<file path="config.mk">
export PLATFORM = sky130hd
export DESIGN_NAME = atrp_ctrl
export DESIGN_NICKNAME = d
export VERILOG_FILES = /design/src/rtl/atrp_pkg.sv /design/src/rtl/atrp_ctrl.sv
export SDC_FILE = /design/constraint.sdc
export NUM_CORES = 1
export LEC_CHECK = 0
export ABC_CLOCK_PERIOD_IN_PS = 1550
export BUFFER_PORTS_ARGS = -buffer_cell sky130_fd_sc_hd__buf_2
export CAP_MARGIN = 20
export CORE_AREA = 2 2 39 41
export CTS_CLUSTER_DIAMETER = 120
export DETAILED_ROUTE_END_ITERATION = 6
export DIE_AREA = 0 0 41 43
export SLEW_MARGIN = 15
export SYNTH_ARGS = -nofsm -noshare
export SYNTH_HDL_FRONTEND = slang
export SYNTH_SLANG_ARGS = --single-unit
</file>
<file path="constraint.sdc">
create_clock -name i_clk -period 1.55 [get_ports i_clk]
set_clock_uncertainty 0.2 [all_clocks]
set_input_delay 0.31 -clock i_clk [delete_from_list [all_inputs] [get_ports i_clk]]
set_output_delay 0.31 -clock i_clk [all_outputs]
set_load 0.01 [all_outputs]
</file>
<file path="src/rtl/atrp_pkg.sv">
// Package for the AT response parser: ROM of response strings, parse states,
// event codes and controller/datapath command types. No dependencies.
package atrp_pkg;

    localparam int RESPONSE_COUNT = 18;
    localparam int IP_CHARS       = 16;
    localparam int QUIET_LIMIT    = 2;
    localparam int MAX_LEN        = 19;

    typedef enum logic [3:0] {
        PS_IDLE    = 4'd0,
        PS_MATCH   = 4'd1,
        PS_WAIT_NL = 4'd2,
        PS_STAIP   = 4'd5,
        PS_QUOTE   = 4'd6,
        PS_IP      = 4'd7,
        PS_IP_NL   = 4'd8,
        PS_IPD     = 4'd10,
        PS_LEN     = 4'd11,
        PS_PAYLOAD = 4'd12,
        PS_CONN    = 4'd13
    } t_pstate;

    localparam logic [2:0] EV_DONE    = 3'd0;
    localparam logic [2:0] EV_PAYLOAD = 3'd1;
    localparam logic [2:0] EV_IP_CHAR = 3'd2;
    localparam logic [2:0] EV_IP_DONE = 3'd3;
    localparam logic [2:0] EV_IP_BAD  = 3'd4;
    localparam logic [2:0] EV_PROMPT  = 3'd5;

    typedef enum logic [2:0] {
        C_IDLE,
        C_EXEC,
        C_SCAN,
        C_OUT
    } t_cstate;

    // Command from controller to datapath.
    typedef struct packed {
        logic load;      // latch accepted item
        logic step;      // process byte in current parse state (no scan)
        logic scan_init; // start a ROM scan
        logic scan_next; // evaluate one ROM entry
        logic tick;      // apply a tick
    } t_cmd;

    // Status from datapath to controller.
    typedef struct packed {
        logic need_scan; // current state/byte requires a ROM scan
        logic scan_done; // scan finished (hit or miss)
        logic reparse;   // byte must be parsed again from idle
        logic has_out;   // a result is ready
    } t_stat;

    function automatic logic [4:0] rom_len(input logic [4:0] e);
        logic [4:0] r;
        begin
            unique case (e)
                5'd0: r = 5'd3;   5'd1: r = 5'd3;   5'd2: r = 5'd4;
                5'd3: r = 5'd7;   5'd4: r = 5'd13;  5'd5: r = 5'd16;
                5'd6: r = 5'd17;  5'd7: r = 5'd19;  5'd8: r = 5'd14;
                5'd9: r = 5'd9;   5'd10: r = 5'd9;  5'd11: r = 5'd8;
                5'd12: r = 5'd12; 5'd13: r = 5'd6;  5'd14: r = 5'd4;
                5'd15: r = 5'd7;  5'd16: r = 5'd6;  5'd17: r = 5'd6;
                default: r = 5'd0;
            endcase
            return r;
        end
    endfunction

    function automatic t_pstate rom_next(input logic [4:0] e);
        t_pstate r;
        begin
            if (e == 5'd12) r = PS_STAIP;
            else if (e == 5'd14) r = PS_IPD;
            else r = PS_WAIT_NL;
            return r;
        end
    endfunction

    function automatic logic [8*MAX_LEN-1:0] rom_text(input logic [4:0] e);
        logic [8*MAX_LEN-1:0] r;
        begin
            unique case (e)
                5'd0:  r = {"AT", 8'h0d};
                5'd1:  r = "AT+";
                5'd2:  r = {"OK", 8'h0d, 8'h0a};
                5'd3:  r = {"ERROR", 8'h0d, 8'h0a};
                5'd4:  r = {"WIFI GOT IP", 8'h0d, 8'h0a};
                5'd5:  r = {"WIFI CONNECTED", 8'h0d, 8'h0a};
                5'd6:  r = {"WIFI DISCONNECT", 8'h0d, 8'h0a};
                5'd7:  r = {"WIFI DISCONNECTED", 8'h0d, 8'h0a};
                5'd8:  r = {"DISCONNECTED", 8'h0d, 8'h0a};
                5'd9:  r = {"SEND OK", 8'h0d, 8'h0a};
                5'd10: r = {"CONNECT", 8'h0d, 8'h0a};
                5'd11: r = {"CLOSED", 8'h0d, 8'h0a};
                5'd12: r = "+CIFSR:STAIP";
                5'd13: r = "busy .";
                5'd14: r = "+IPD";
                5'd15: r = {"ready", 8'h0d, 8'h0a};
                5'd16: r = "busy p";
                5'd17: r = "busy s";
                default: r = '0;
            endcase
            return r;
        end
    endfunction

    // Character at position pos, 9th bit set when none.
    function automatic logic [8:0] rom_char(input logic [4:0] e, input logic [4:0] pos);
        logic [4:0]           l;
        logic [8*MAX_LEN-1:0] t;
        logic [4:0]           sh;
        begin
            l = rom_len(e);
            t = rom_text(e);
            if (e >= 5'(RESPONSE_COUNT) || pos >= l) begin
                return 9'h100;
            end
            sh = 5'(l - pos - 5'd1);
            return {1'b0, t[8*sh +: 8]};
        end
    endfunction

endpackage

</file>
<file path="src/rtl/atrp_ctrl.sv">
// Controller for the AT response parser: issues ticks and sequences load, step, ROM scan and
// result delivery. Depends on atrp_pkg.
module atrp_ctrl (
    input  logic            i_clk,
    input  logic            i_rst_n,
    input  logic            i_valid,
    output logic            o_ready,
    input  logic            i_op,
    input  logic            i_discard,
    input  logic            i_out_ready,
    output logic            o_valid,
    input  atrp_pkg::t_stat i_stat,
    output atrp_pkg::t_cmd  o_cmd
);
    atrp_pkg::t_cstate r_state, n_state;

    always_ff @(posedge i_clk) begin
        if (!i_rst_n) begin
            r_state <= atrp_pkg::C_IDLE;
        end else begin
            r_state <= n_state;
        end
    end

    always_comb begin
        n_state = r_state;
        o_cmd   = '0;
        o_ready = 1'b0;
        o_valid = 1'b0;
        unique case (r_state)
            atrp_pkg::C_IDLE: begin
                o_ready = 1'b1;
                if (i_valid) begin
                    if (i_op) begin
                        o_cmd.tick = 1'b1;
                    end else if (!i_discard) begin
                        o_cmd.load = 1'b1;
                        n_state    = atrp_pkg::C_EXEC;
                    end
                end
            end
            atrp_pkg::C_EXEC: begin
                if (i_stat.need_scan) begin
                    o_cmd.scan_init = 1'b1;
                    n_state         = atrp_pkg::C_SCAN;
                end else begin
                    o_cmd.step = 1'b1;
                    if (i_stat.reparse) n_state = atrp_pkg::C_EXEC;
                    else if (i_stat.has_out) n_state = atrp_pkg::C_OUT;
                    else n_state = atrp_pkg::C_IDLE;
                end
            end
            atrp_pkg::C_SCAN: begin
                o_cmd.scan_next = 1'b1;
                if (i_stat.scan_done) begin
                    if (i_stat.reparse) n_state = atrp_pkg::C_EXEC;
                    else if (i_stat.has_out) n_state = atrp_pkg::C_OUT;
                    else n_state = atrp_pkg::C_IDLE;
                end
            end
            atrp_pkg::C_OUT: begin
                o_valid = 1'b1;
                if (i_out_ready) n_state = atrp_pkg::C_IDLE;
            end
            default: n_state = atrp_pkg::C_IDLE;
        endcase
    end
endmodule

</file>
# Word-level counts from Yosys, hierarchy flattened
# Cells that the tools add are included.
# W data, S select, Z words.
# classes
n_eq_ne	8
muxes	22
n_reduce_logical	2
# ops
op	n
$mux W3	7
$mux W1	12
$pmux W3 S4	1
$ne A2 B2 Y1 const B	5
$eq A3 B2 Y1 const B	2
$reduce_and A5 Y1	1
$mux W2	2
$eq A3 B1 Y1 const B	1
$logic_not A3 Y1	1
# totals
reg_bits	3
input_bits	10
out_inout_bits	7
elab_cells	33

# Depth between registers and ports, before layout
# Gate-level depths: netlist of the first run.
# logic_depth
ltp_word	4
depth_mapped	3
depth_no_buf	3

# Worst setup path before layout of the first run
# No wires, ideal clock.
# synth_path
path_kind	register to output
start	register r_state[0]
end	output port o_cmd[4] (netlist bit)
arrival_time_ns	0.814
required_ns	1.040
setup_slack_ns	0.226
path_stages_with_launch	3
path_buffers	0
path_cell_list	dfxtp_1 > nor2_1 > and3_1
# synth_rtl
element	line	source
start, declared	atrp_ctrl.sv:15	atrp_pkg::t_cstate r_state, n_state;
start signal, assigned	atrp_ctrl.sv:19	r_state <= atrp_pkg::C_IDLE;
start signal, assigned	atrp_ctrl.sv:21	r_state <= n_state;
end, declared	atrp_ctrl.sv:13	output atrp_pkg::t_cmd o_cmd

==> flow_results.org, run 1 <==
** Status
- The flow ran to the end, and the final reports show no timing, DRC or antenna violations.

** Floorplanning
- Ports :: 17
- The floorplan step defined a core boundary enclosing 1384 um^2.
- In this run the core area contains 14 standard-cell rows.
- Initial core utilization :: 0.1329
- Horiz. Die Dim :: 41 um
- The die is 43 um tall.
- The die covers between 1500 and 2000 um^2.

** Yosys
- The cell area that synthesis handed to floorplanning was about 180 um^2.
- Synthesis inferred 2 register bits.
- Post-Syn Area per Cell :: 7.664 um^2
- Synthesis produced a netlist with a net count of 34.
- The Yosys step of the flow raised 0 warnings.
- Counting distinct cell types in the post-synthesis netlist gives 17.
- The share of the Yosys chip area taken by registers is 0.2177.
- Synthesis produced a netlist whose cell count is 24.

** STA
- The number of hold violations in the final report is 0.
- Setup repair after global routing could not meet its margin everywhere.
- Count of endpoints failing setup in the final report :: 0
- Slew at the pin closest to its max-slew limit :: 0.2538 ns
- Worst hold margin :: about 0.12 ns
- Setup total negative slack :: 0 ns
- Remaining max-slew budget at the tightest pin :: 0.8286
- Shortest period the worst path allows :: 1.542 ns
- Count of pins over their slew limit :: 0
- Slack of the critical path :: 0.007929 ns
- Dividing the final minimum period by the clock period gives 0.9949.
- For this run, the top clock speed supported by timing is 648.5 MHz.

** Drt
- Post-detailed-route via-to-cell ratio :: 4.049
- For this block, the initial DRC count from the detailed router was 4.
- Detailed routing inserted a total of 247 vias.
- Post-DRT Antenna Nets :: 0
- The final layout contains routed wiring with a total length of 559 um.
- Final routed DRC violation total :: 0
- Dividing the detail-routed wire length by the instance count gives a little over 9 um.
- The pre-antenna-repair detailed-routing pass consisted of 2 iterations.

** Min path
- In this run the worst hold path is classified as in2reg.

** Layout
- Fraction of layout cells with a size suffix above 1 :: 0.5778
- Counting flops per register, the top entry is r_state.
- Final antenna diode count :: 0
- Synth-to-Final Area Change :: 86.40%
- Summing all flip-flop and latch instances after layout gives between 40 and 50 um^2.
- The filler cells instantiated in the layout total about 160.
- The largest registers in the layout are r_state x2.
- Post-route cell area :: ~340 um^2
- Multi-input logic area :: between 100 and 150 um^2
- The register with the most flip-flops in the layout has 2 of them.
- Net count of the finished layout :: 57

** GRT
- The via count of the first global-routing pass is ~230.
- Entering global routing, the biggest net connects 9 pins.
- Antenna violations before repair :: 0
- In the global route stage, overall resource usage came out at 0.07407.
- For this run the aggregate overflow at the end of global routing stands at 0.
- First-pass GRT wire length :: just over 800 um

** Placed design
- Number of port buffers :: 16
- Routability-driven placement finished with a final weighted congestion of 0.6159.
- Area after detailed placement :: 284.0 um^2
- The HPWL after detailed placement is around 440 um.
- OpenSTA, run right after detailed placement, puts the worst setup slack at 0.1069 ns.

** Clocking
- Buffers inserted to repair hold after CTS numbered 0.
- H-tree levels :: 1
- Buffers inserted during clock tree synthesis total 3.
- Largest buffer count on any clock path :: 2
- Root buffer cell :: sky130_fd_sc_hd__clkbuf_4
- The tree built by TritonCTS fans out to 2 sinks.
- Clock-pin slew was measured on the worst setup and hold paths at approximately 0.030 ns.
- TritonCTS clock tree :: built
- Clk Latency, worst-skew pair :: 0.22 ns

** Worst setup path
- CP Buf/Inv Count :: 1
- Worst-path cell with the longest stage delay :: sky130_fd_sc_hd__dfxtp_4
- Worst path top cell family by delay :: flip-flops
- STA puts the critical path data arrival time at 1.03 ns.
- Endpoint type of the worst setup path :: primary output
- Largest driver fanout on the critical path :: 5
- The largest single stage delay on the critical path is 0.35 ns.
- STA classifies the critical path startpoint as a flop.
- The signal on the critical path passes through and2b_1, and2_1, buf_2.
- WP data required :: 1.04 ns
- Worst setup path category :: reg2out

** Power
- Worst ir drop on vdd :: 0.1487 mV
- Leakage Power :: 0.1738 nW
- Total power draw :: 0.2362 mW
- Power density relative to cell area :: 689.1 nW/um^2

** Run
- Max cap viols :: 0
## worst paths after layout
kind	start	cells after the start	slack (ns)	to
max reg2reg	r_state[1]$_SDFFE_PN0P_	4	0.15	r_state[0]$_SDFFE_PN0P_
min	i_rst_n	2	0.12	r_state[0]$_SDFFE_PN0P_
max	r_state[1]$_SDFFE_PN0P_	3	0.008	o_cmd[2]
min reg2reg	r_state[0]$_SDFFE_PN0P_	3	0.43	r_state[1]$_SDFFE_PN0P_
## cell usage in the layout, fill, tap and decap left out, drive strengths merged, types with 2 or more instances in the layout
cell	count
buf	18
nor2b	5
nor2	3
clkbuf	3
and3	2
dfxtp	2
and2	2
## synth_stat cells, drive strengths merged
library cell  count  share of area
nor2b             5           0.21
a221o             1          0.054
dfxtp             2           0.22
inv               1          0.020
nor2              3          0.061
o311a             1          0.054
a21boi            1          0.041
o21ai             1          0.027
o311ai            1          0.048
a21oi             1          0.027
nor3              1          0.027
and2b             1          0.041
and2              2          0.082
and3              2          0.068
nand2             1          0.020
## routing by layer
layer / global-route usage / routed length, um
met2: 0.1125 / 309
met1: 0.05414 / 205
met3: 0.04712 / 44
met5: 0 / 0
met4: 0.08000 / 0
## through the flow
stage	util	std cells
after floorplan	-	24
after global placement	0.2052	56
after detailed placement	0.2052	56
after CTS	0.2306	60
after global routing	0.2477	61
final	0.2477	61
## power by group
group / leakage [nW] / switching (mW) / internal, mW
Clock: 0.0138 / 0.0291 / 0.0854
Sequential: 0.0178 / 0.00527 / 0.0542
Combinational: 0.142 / 0.0275 / 0.0348
Total: 0.174 / 0.0619 / 0.174
## cell families (layout without fill, tap and decap cells)
kind of cell           count (synthesis)  count (layout)  share of synthesized area
AOI/OAI and AO/OA                      6               6                     0.2517
buffers and inverters                  1              22                    0.02039
DFF                                    2               2                     0.2177
and+or+nand+nor                       15              15                     0.5101
## worst reg2reg max path, cell delays in order (launching register included)
cell and delay, ns:
sky130_fd_sc_hd__dfxtp_4 0.34, sky130_fd_sc_hd__buf_4 0.14, sky130_fd_sc_hd__and2_4 0.15, sky130_fd_sc_hd__nor2b_4 0.12, sky130_fd_sc_hd__o311a_1 0.33
## cell type report
class,count,area share
repair buffers,18,0.2956
clock buffers,3,0.06569
flip-flops and latches,2,0.1387
inverters,1,0.01095
well taps,16,0.05839
multi-input cells,21,0.4307
## repair_timing
action | 4_1_cts | 5_1_grt
buffers inserted | 1 | 1
resized for setup | 3 | 4
setup endpoints to repair | 4 | 4
pin swaps | 1 | 0
cloned | 0 | 0
Power figures use the tool's default switching activity.
==> inputs of run 2 (changes only) <==
--- a/config.mk
+++ b/config.mk
@@ -8,10 +8,13 @@
 export ABC_CLOCK_PERIOD_IN_PS = 1550
 export BUFFER_PORTS_ARGS = -buffer_cell sky130_fd_sc_hd__buf_2
 export CAP_MARGIN = 20
+export CELL_PAD_IN_SITES_DETAIL_PLACEMENT = 0
+export CELL_PAD_IN_SITES_GLOBAL_PLACEMENT = 1
 export CORE_AREA = 2 2 39 41
 export CTS_CLUSTER_DIAMETER = 120
 export DETAILED_ROUTE_END_ITERATION = 6
 export DIE_AREA = 0 0 41 43
+export PLACE_DENSITY_LB_ADDON = 0.1
 export SLEW_MARGIN = 15
 export SYNTH_ARGS = -nofsm -noshare
 export SYNTH_HDL_FRONTEND = slang
==> run 2 against run 1 <==
Via count is 2.4% higher. Sequential share of layout area increased by 0.92 points. Worst setup slack lost 0.0012 ns. Maximum frequency barely moved. Register-to-register slack barely moved. Utilization fell by 1.5 points. Clock-buffer cell count did not move. Total power fell by 3.1%. Final area decreased by 6.2%. Critical path type unchanged. Highest routed layer unchanged.
==> flow_results.org, run 2 (synthesis results as in run 1) <==
** Power
- Power density relative to cell area :: 712.2 nW/um^2
- Summed over all cells, the static leakage comes to roughly 0.17 nW.
- IR analysis of the VDD net gives a maximum drop of 0.2021 mV.

** STA
- For the pin with the worst max-slew slack, the measured transition is between 0.2 and 0.3 ns.
- Setup repair after global routing could not meet its margin everywhere.
- For this run, the top clock speed supported by timing is between 600 and 700 MHz.
- After layout, the worst setup slack is 0.006695 ns.
- In this run the tightest slew margin relative to its limit is 0.8052.
- Count of endpoints failing hold in the final timing report :: 0
- In the finished design, the share of the clock period the worst path needs comes to 0.9957.
- Setup violations remaining at the end of the flow were counted as 0.
- Counting I/O delays and the setup requirement, the final critical path takes 1.543 ns.
- The number of slew-limit violations in the final report was 0.

** Worst setup path
- The number of cells on the worst reg-to-reg path is 4.
- Worst Setup SP :: r_state[1]$_SDFFE_PN0P_
- Register-to-Register Setup Slack :: 0.14 ns
- WP data arrival :: between 1 and 1.5 ns
- Worst setup path category :: reg2out
- Worst path top cell family by delay :: flip-flops
- Maximum single-stage delay on the critical path :: between 0.3 and 0.4 ns
- Together, buffers and inverters on the worst path number 1.
- WP data required :: around 1.0 ns
- STA classifies the critical path endpoint as a primary output.
- Worst-path cell with the longest stage delay :: sky130_fd_sc_hd__dfxtp_4
- CP Cell Sequence :: and2b_1, and2_1, buf_2
- Critical Path Start Type :: flop
- The worst register-to-register path ends at r_state[0]$_SDFFE_PN0P_.
- Largest driver fanout on the critical path :: 6
- Start of the worst register-to-register path :: r_state[1]$_SDFFE_PN0P_

** Clocking
- CTS built an H-tree with a depth of 1.
- Post-CTS clock slew at the launch and capture registers of the worst setup and hold paths :: roughly 0.03 ns
- For the worst-skew pair, the clock arrives at the later sink with an insertion delay of 0.22 ns.
- Largest buffer count on any clock path :: 2
- TritonCTS built the clock tree.
- Number of sinks driven by the clock tree :: 2
- Root buffer cell :: sky130_fd_sc_hd__clkbuf_4
- Number of buffers added by the clock tree synthesis step :: 3

** GRT
- The number of antenna violations at the first check in global routing was 0.
- The first global-routing pass estimated 924 um of wire.
- The via count of the first global-routing pass is 243.
- Entering global routing, the biggest net connects 9 pins.
- In the global route stage, overall resource usage came out at 0.07708.
- Total grt overflow :: 0

** Status
- Outcome :: completed

** Drt
- Final routed wire length divided by cell count :: 9.417 um
- Number of search-and-repair iterations in the first detailed-routing pass :: 2
- The detailed router placed 253 vias in this run.
- Final routed DRC violation total :: 0
- Post-detailed-route via-to-cell ratio :: ~4.2
- Total detailed-routing wirelength :: 565 um
- For this block, the initial DRC count from the detailed router was 1.
- The count of nets left with antenna violations once routing finished came out at 0.

** Floorplanning
- Horiz. Die Dim :: 41 um
- The die is 43 um tall.
- Core area :: 1384 um^2
- In this run the count of I/O pins placed on the die edge is 17.
- Initial core utilization :: 0.1329
- Row cnt :: 14
- Overall die area :: 1763 um^2

** Layout
- Fraction of layout cells with a size suffix above 1 :: 0.5455
- Synth-to-Final Area Change :: 74.83%
- Net count of the finished layout :: 56
- Register containing the most flip-flops in the final layout :: r_state
- Once layout is complete, the utilization of the core stands at 0.2324.
- The filler cells instantiated in the layout total around 170.
- Final antenna diode count :: 0
- The register with the most flip-flops in the layout has 2 of them.
- Most frequent standard cell in the layout excluding fill and tap cells :: sky130_fd_sc_hd__buf_2
- Commonest cells after routing, fill and taps aside :: sky130_fd_sc_hd__buf_2, sky130_fd_sc_hd__nor2b_1, sky130_fd_sc_hd__nor2_1, sky130_fd_sc_hd__clkbuf_4
- Largest regs :: r_state x2

** Placed design
- Routability congestion estimate :: ~0.7
- Minimum setup slack after placement :: 0.06917 ns
- Number of port buffers :: 16
- Detailed placement finished with a half-perimeter wire length of between 400 and 500 um.

** Min path
- Beginning of the worst hold path :: i_rst_n
- Hold Path Sink :: r_state[0]$_SDFFE_PN0P_
- Class of the worst hold path :: in2reg
- Hold-critical path depth :: 2

** Run
- Max cap viols :: 0
-- run 2: cell types whose count changed in the layout (fill, tap and decap cells not counted) --
| cell | delta |
|---|---|
| sky130_fd_sc_hd__buf_2 | +1 |
| sky130_fd_sc_hd__buf_4 | -1 |
| sky130_fd_sc_hd__buf_6 | -1 |
| sky130_fd_sc_hd__nor2b_1 | +1 |
| sky130_fd_sc_hd__nor2b_4 | -1 |
-- run 2: layer usage --
layer	track usage	part of all wire
met4	0.04000	0
met2	0.1156	0.47
met5	0	0
met3	0.03141	0.083
met1	0.08917	0.44
-- run 2: where the power goes --
part	switching, mW	internal [mW]	total (mW)
registers	0.00592	0.0542	0.0601
clock network	0.0276	0.0852	0.113
logic	0.0262	0.0299	0.0561
total	0.0597	0.169	0.229
-- run 2: cell type report --
class	count	area [um^2]	share of cell area
clock buffer	3	22.52	0.07004
tap	16	20.02	0.06226
sequential	2	47.55	0.1479
timing repair buffer	17	87.58	0.2724
inverter	1	3.754	0.01167
multi-input combinational	21	140.1	0.4358
-- run 2: through the flow --
step | hold slack [ns] | setup TNS (ns) | power (mW) | instances | area (um^2)
3_5_place_dp | 0.3694 | 0 | 0.1171 | 56 | 284.0
6_report | 0.1311 | 0 | 0.2290 | 60 | 321.6
4_1_cts | 0.1244 | -0.02252 | 0.2409 | 60 | 319.1
3_3_place_gp | 0.3681 | 0 | 0.1168 | 56 | 284.0
5_1_grt | 0.1218 | -0.2078 | 0.2525 | 60 | 321.6
2_1_floorplan | 0.2412 | 0 | 0.08800 | 24 | 183.9
-- run 2: worst max path at each step --
stage                           to  cells past startpoint
after detailed placement  o_cmd[2]                      3
final                     o_cmd[2]                      3
after global routing      o_cmd[3]                      3
after CTS                 o_cmd[2]                      3
after global placement    o_cmd[2]                      3
after floorplan           o_cmd[4]                      2
-- run 2: timing repair --
| item | CTS | global route |
|---|---|---|
| endpoints found under the hold margin | 0 | 0 |
| pin swaps | 1 | 0 |
| setup endpoints to repair | 4 | 4 |
| resized for setup | 3 | 1 |
| hold buffers | 0 | 0 |
| gates cloned | 0 | 0 |
| setup buffers | 1 | 0 |
